===== src/rtl/ceq_pkg.sv =====
package ceq_pkg;

    localparam int QUEUE_DEPTH   = 16;
    localparam int PAYLOAD_BYTES = 32;
    localparam int PAY_WORDS     = 4;
    localparam int QA_W          = (QUEUE_DEPTH > 1) ? $clog2(QUEUE_DEPTH) : 1;
    localparam int FILL_W        = $clog2(QUEUE_DEPTH + 1);
    localparam int CMDQ_DEPTH    = 2;
    localparam int CMDQ_AW       = (CMDQ_DEPTH > 1) ? $clog2(CMDQ_DEPTH) : 1;
    localparam int CMDQ_CW       = $clog2(CMDQ_DEPTH + 1);

    localparam logic [31:0] FLUSH_INTERVAL_RESET = 32'd1000;

    localparam logic [2:0] ST_QUEUED    = 3'd0;
    localparam logic [2:0] ST_COALESCED = 3'd1;
    localparam logic [2:0] ST_DROPPED   = 3'd2;
    localparam logic [2:0] ST_REJECTED  = 3'd3;
    localparam logic [2:0] ST_FLUSHED   = 3'd4;
    localparam logic [2:0] ST_FINAL     = 3'd5;

    typedef enum logic [1:0] {
        OP_POST,
        OP_REJECT,
        OP_TICK
    } t_op;

    typedef struct packed {
        logic        req_type;
        logic [15:0] event_code;
        logic [31:0] event_detail;
        logic [31:0] event_transaction;
        logic [31:0] event_boot;
        logic [31:0] time_now;
        logic [63:0] payload_0;
        logic [63:0] payload_1;
        logic [63:0] payload_2;
        logic [63:0] payload_3;
        logic        drain_now;
        logic        sink_ready;
    } t_in_item;

    typedef struct packed {
        logic [2:0]  status;
        logic [15:0] out_code;
        logic [31:0] out_detail;
        logic [31:0] out_transaction;
        logic [31:0] out_boot;
        logic [63:0] out_payload_0;
        logic [63:0] out_payload_1;
        logic [63:0] out_payload_2;
        logic [63:0] out_payload_3;
        logic [31:0] repeat_count;
        logic [31:0] first_time;
        logic [31:0] last_time;
    } t_out_item;

    typedef struct packed {
        t_op                             op;
        logic [15:0]                     code;
        logic [31:0]                     detail;
        logic [31:0]                     transaction;
        logic [31:0]                     boot;
        logic [31:0]                     time_now;
        logic [PAY_WORDS-1:0][63:0]      payload;
        logic                            drain_now;
        logic                            sink_ready;
    } t_cmd;

    typedef struct packed {
        logic [15:0]                     code;
        logic [31:0]                     detail;
        logic [31:0]                     transaction;
        logic [31:0]                     boot;
        logic [PAY_WORDS-1:0][63:0]      payload;
        logic [31:0]                     repeat_cnt;
        logic [31:0]                     first_time;
        logic [31:0]                     last_time;
    } t_entry;

    function automatic logic [63:0] pay_mask(input int w);
        int avail;
        avail = PAYLOAD_BYTES - 8 * w;
        if (avail <= 0) begin
            return 64'd0;
        end
        if (avail >= 8) begin
            return {64{1'b1}};
        end
        return (64'd1 << (8 * avail)) - 64'd1;
    endfunction

endpackage


===== src/rtl/ceq_front.sv =====
module ceq_front (
    input  logic              i_clk,
    input  logic              i_rst_n,
    input  logic              i_push,
    output logic              o_full,
    input  ceq_pkg::t_in_item i_item,
    output logic              o_cmd_valid,
    input  logic              i_cmd_ready,
    output ceq_pkg::t_cmd     o_cmd
);
    import ceq_pkg::*;

    logic r_valid;
    t_cmd r_cmd;
    t_cmd n_cmd;
    logic accept;

    assign o_full      = r_valid && !i_cmd_ready;
    assign accept      = i_push && !o_full;
    assign o_cmd_valid = r_valid;
    assign o_cmd       = r_cmd;

    // decode: tick, zero code rejected, otherwise post
    always_comb begin
        n_cmd             = '0;
        if (i_item.req_type) begin
            n_cmd.op = OP_TICK;
        end else if (i_item.event_code == 16'd0) begin
            n_cmd.op = OP_REJECT;
        end else begin
            n_cmd.op = OP_POST;
        end
        n_cmd.code        = i_item.event_code;
        n_cmd.detail      = i_item.event_detail;
        n_cmd.transaction = i_item.event_transaction;
        n_cmd.boot        = i_item.event_boot;
        n_cmd.time_now    = i_item.time_now;
        n_cmd.payload[0]  = i_item.payload_0 & pay_mask(0);
        n_cmd.payload[1]  = i_item.payload_1 & pay_mask(1);
        n_cmd.payload[2]  = i_item.payload_2 & pay_mask(2);
        n_cmd.payload[3]  = i_item.payload_3 & pay_mask(3);
        n_cmd.drain_now   = i_item.drain_now;
        n_cmd.sink_ready  = i_item.sink_ready;
    end

    always_ff @(posedge i_clk) begin
        if (!i_rst_n) begin
            r_valid <= 1'b0;
        end else begin
            r_valid <= accept || (r_valid && !i_cmd_ready);
        end
        if (accept) begin
            r_cmd <= n_cmd;
        end
    end

endmodule


===== config.mk =====
export PLATFORM = sky130hd
export DESIGN_NAME = ceq_front
export DESIGN_NICKNAME = d
export VERILOG_FILES = /design/src/rtl/ceq_pkg.sv /design/src/rtl/ceq_front.sv
export SDC_FILE = /design/constraint.sdc
export NUM_CORES = 1
export LEC_CHECK = 0
export BUFFER_PORTS_ARGS = -buffer_cell sky130_fd_sc_hd__buf_2
export CORE_AREA = 2 2 319 321
export DETAILED_ROUTE_END_ITERATION = 8
export DIE_AREA = 0 0 321 323
export HOLD_SLACK_MARGIN = 0.02
export PLACE_DENSITY = 0.3
export SLEW_MARGIN = 20
export SYNTH_ARGS = -nofsm -noshare
export SYNTH_HDL_FRONTEND = slang
export SYNTH_SLANG_ARGS = --single-unit

===== constraint.sdc =====
create_clock -name i_clk -period 29.9 [get_ports i_clk]
set_input_delay 0 -clock i_clk [delete_from_list [all_inputs] [get_ports i_clk]]
set_output_delay 0 -clock i_clk [all_outputs]
set_load 0.02 [all_outputs]

==> metrics, run 1 <==
Clock Path Buffers 3; crit path max fanout 71; CTS Buf Count 50; RSZ-0062 raised after global routing no; worst path cell trace nor2b_1 > nor2b_4 > buf_4 > buf_4 > buf_4; total track usage 8.804%; final non-filler cell total 3040; crit path DAT 4430 ps; Cells after Synth 414; Power Total 1.408 mW; layout cell share with drive strength beyond 1 51.53%; CP max stage cell buf_4; Seq pwr share 47.9%; Worst path max stage delay 840 ps; PwrDens 59.74 nW/um^2; hold crit path type primary input to flip-flop; initial drt markers 352; Starting Density 12.13%; Avg WL per Cell 16.13 um; Max-Cap Viols 0; Post-CTS Resized 0; TritonCTS clock tree built; Mean Syn Cell Area 29.50 um^2; crit path kind flip-flop to flip-flop; VDD IR max 36.96 uV; DR WL met2 26180 um; Switching Power 0.3399 mW; Yosys cell types 8; synth-to-layout area growth 93.00%; vias per cell 3.038; vias post-DR 9234; Top-Level Pins 813; Yosys reg bits 405; status finished clean; combinational share of power 11.8%; mux contribution to synthesized area 0%; xor/xnor share of the synthesized area 0%; synth warn 0; DRT antenna net count 0; met3 WL post-DR 3840 um; DIE AREA 103700 um^2; commonest non-fill, non-tap cell in the layout buf_2; # H-tree levels 2; post-DP HPWL 37320 um; clock sinks 405; Setup crit end kind flip-flop; Clock power frac 40.3%; Reg clk slew, reported paths 60 ps; routability cong. 0.7538; delay-heaviest family, CP buffers and inverters; Top Layer Used met5; syn nets 821; post-layout min period 4229 ps; area leader, netlist edfxtp_1; Finish-stage setup viols 0; final period utilization 14.14%; die height 323 um; Root Buffer clkbuf_16; Final TNS setup 0 ps; Die Wd 321 um; DP Cell Count 2541; internal cell power 1.068 mW; largest family of logic cells by synthesized area simple AND/OR/NAND/NOR gates; global-route wire length before repair 66060 um; commonest cells after routing, fill and taps aside buf_2, dlygate4sd3_1, edfxtp_1, clkbuf_16, clkinv_2; layout net count 2098; Compound-Gate Fraction of Synth Area 0.06147%; WP data required 30100 ps; Layout Skew 12.91 ps; initial antenna violation count 7; cell area after synthesis 12210 um^2; core area 100700 um^2; Max-slew headroom 32.03%; simple-gate portion of the synthesized area 0.4405%; Buffers on Ports 812; FMAX 236.5 MHz; worst-skew pair later-pin latency 590 ps; leakage power 9.617 nW; gr ovfl total 0; final slew viol count 0; Synth Area in Adders 0%; CP Launch Type flip-flop; top-area cell type share of the netlist area 99.33%; met1 WL 17830 um; Sw Ratio 24.14%; Seq/Total Area, Yosys 99.50%; Post-Place Worst Slack 25590 ps; worst slew pin tran 1017 ps; largest cells by area after synthesis edfxtp_1, dfxtp_1, nor4_1; Cell Rows 117; WL final 49030 um; Hold Violations, Final 0; largest net degree at the start of global routing 72; Crit path top cell by count buf_4; Final WS setup 25670 ps; DRC 0; vias in the first global route 9934; DR pass1 iterations 4; worst path bufs/invs 3
[cells in the mapped netlist, drive strengths merged]
cell,count
edfxtp,404
nor4,4
nor2b,2
dfxtp,1
nand4,1
nor2,1
o21a,1
[through the flow]
stage / cell area [um^2] / hold slack [ps] / utilization [%]
after floorplan: 12210 / 92.40 / -
after global placement: 17970 / 176.2 / 17.84
after detailed placement: 17970 / 178.1 / 17.85
after CTS: 23560 / 37.20 / 23.39
after global routing: 23560 / 65.88 / 23.40
final: 23570 / 113.2 / 23.40
[area by class of cell]
class                   instances  area, um^2
flip-flops and latches        405       12150
clock buffers                  61        1356
diodes                          4       10.01
repair buffers               1225        8183
clock inverters                27       157.7
well taps                    1309        1638
fillers                     10680       77150
multi-input cells               9       75.07
[kinds of logic after synthesis]
| group | after synthesis |
|---|---|
| and+or+nand+nor | 8 |
| DFF | 405 |
| AOI/OAI and AO/OA | 1 |
[path summary, 6_finish.rpt]
path | startpoint | slack (ps) | cells past startpoint | end
worst max-delay path | o_cmd_valid | 25670 | 5 | o_cmd[98]
worst min-delay path | i_item[256] | 110 | 2 | o_cmd[64]
worst max register to register | o_cmd_valid | 25670 | 5 | o_cmd[98]
worst min register to register | o_cmd_valid | 1160 | 2 | o_cmd[310]
[state kept, by name, summed over array words and instances, names as in the netlist]
name	cells
o_cmd	404
o_cmd_valid	1
[power by group through the flow]
stage	clock (mW)	combinational [mW]	sequential, mW
final	0.567	0.167	0.674
after global routing	0.615	0.178	0.677
after CTS	0.596	0.170	0.675
after detailed placement	0	0.125	0.686
after global placement	0	0.125	0.686
after floorplan	0	0.0100	0.749
[worst register-to-register path, stage by stage, from the launching register on]
cell and delay [ps]:
dfxtp_1 310, nor2b_1 180, nor2b_4 800, buf_4 720, buf_4 870, buf_4 900
[per-layer routing]
layer / global-route usage [%] / up-vias
met5: 0 / -
met4: 3.022 / 4
met3: 2.836 / 71
met2: 16.22 / 446
met1: 9.411 / 4441
li1: - / 4272
[repair_timing]
action / CTS / global route
hold buffers: 407 / 0
buffers inserted: 0 / 0
setup endpoints to repair: 0 / 0
hold endpoints to repair: 437 / 0
Note: power is estimated with default switching activity, not from simulation.
==> inputs of run 2 (changes only) <==
CORE_AREA = 2 2 313 315   (was 2 2 319 321)
DIE_AREA = 0 0 315 317   (was 0 0 321 323)
PLACE_DENSITY = 0.32   (was 0.3)
clock period = 3.55 ns   (was 29.9 ns; I/O delays follow)
==> run 2 against run 1 <==
  * Register-to-register slack got worse by 24000 ps
  * Maximum frequency grew 120%
  * Via count is essentially flat
  * First-iteration DRC count rose by 20%
  * Sequential share of layout area barely moved
  * Cell count shrank 1.1%
  * Largest cell class unchanged
  * Largest power group unchanged
==> metrics, run 2 (same netlist as run 1, synthesis figures left out) <==
layout net count 2099; Final Cell Area 23570 um^2; post-DP HPWL 35370 um; WHS Endpoint o_cmd[146]; final period utilization 54.60%; Cell Rows 114; VDD IR max 311.9 uV; Root Buffer clkbuf_16; DR pass1 iterations 4; layout cell share with drive strength beyond 1 51.53%; DIE AREA 99860 um^2; worst-skew pair later-pin latency 600 ps; R2R depth 4; vias in the first global route 10080; Top-Level Pins 813; routability cong. 0.7625; r2r endpoint o_cmd[239]; CP Launch Type flip-flop; # H-tree levels 2; initial antenna violation count 10; die height 317 um; crit path max fanout 94; largest net degree at the start of global routing 99; Crit. Startpoint o_cmd_valid; global-route wire length before repair 63790 um; Starting Density 12.68%; TritonCTS clock tree built; WP data required 3760 ps; hold crit path type primary input to flip-flop; Core Util, Final 24.48%; hold_ws 99.70 ps; final slew viol count 0; Finish-stage setup viols 0; total track usage 8.691%; Placed Area 18010 um^2; crit path kind flip-flop to flip-flop; Max-Cap Viols 0; max reg flops 404; Avg WL per Cell 15.45 um; fillers 10150; Storage cell area 12150 um^2; PwrDens 499.9 nW/um^2; commonest non-fill, non-tap cell in the layout buf_2; DRC 0; Hold Violations, Final 0; Clock Path Buffers 3; DRT antenna net count 0; Setup Fix Bufs, Post-CTS 0; Multi-input gate area 76.32 um^2; CTS Buf Count 48; status finished clean; Buffers on Ports 812; Die Wd 315 um; RSZ-0062 raised after global routing no; Worst Hold Launch i_cmd_ready; core area 96280 um^2; Max-slew headroom 48.85%; Worst R2R Setup Slack 1610 ps; leakage power 9.623 nW; Hold Crit Depth 4; Reg clk slew, reported paths 50 ps; Crit Reg-Reg Startpoint o_cmd_valid; post-layout min period 1938 ps; crit path DAT 2150 ps; synth-to-layout area growth 92.96%; FMAX 515.9 MHz; initial drt markers 424; worst slew pin tran 760.2 ps; vias post-DR 9229; gr ovfl total 0; Setup crit end kind flip-flop; commonest cells after routing, fill and taps aside buf_2, dlygate4sd3_1, edfxtp_1, clkbuf_16, clkbuf_1; Layout Skew 23.24 ps; WL final 46450 um; vias per cell 3.070; clock sinks 405
[run 2: what timing repair did]
item	4_1_cts	5_1_grt
hold buffers	406	0
gates resized for setup	0	0
hold endpoints to repair	444	0
[run 2: metal layers]
| metal | global-route usage (%) | share of wire (%) |
|---|---|---|
| met4 | 3.463 | 2.8 |
| met3 | 3.228 | 8.7 |
| met2 | 16.32 | 55 |
| met1 | 8.584 | 34 |
| met5 | 0 | 0.13 |
[run 2: worst max-delay path, cell delays in order, from the launching register on]
cell,delay (ps)
dfxtp_2,320
nor2b_4,130
nor2b_4,170
buf_12,310
buf_12,410
[run 2: through the flow]
stage	TNS (ps)	cells	power, mW	setup slack (ps)
floorplan	-1355980	414	6.266	-3356
global placement	0	2512	6.833	1663
detailed placement	0	2512	6.835	1637
CTS	0	3005	12.05	1607
global route	0	3005	12.27	1520
finish	0	3006	11.78	1612
[run 2: power by group]
part	internal, mW	switching [mW]
clock network	2.75	1.96
logic	0.638	0.760
registers	5.60	0.0774
[run 2: cell type report]
class / count / area share, %
sequential: 405 / 51.57
timing repair buffer: 1228 / 35.02
tap: 1276 / 6.775
clock buffer: 61 / 5.394
clock inverter: 26 / 0.9079
multi-input combinational: 9 / 0.3239
antenna: 1 / 0.01062
[run 2: worst max path at each step]
stage / end / cells after the start
detailed placement: o_cmd[239] / 4
global route: o_cmd[239] / 4
floorplan: o_cmd[0] / 2
global placement: o_cmd[239] / 4
finish: o_cmd[239] / 4
CTS: o_cmd[239] / 4
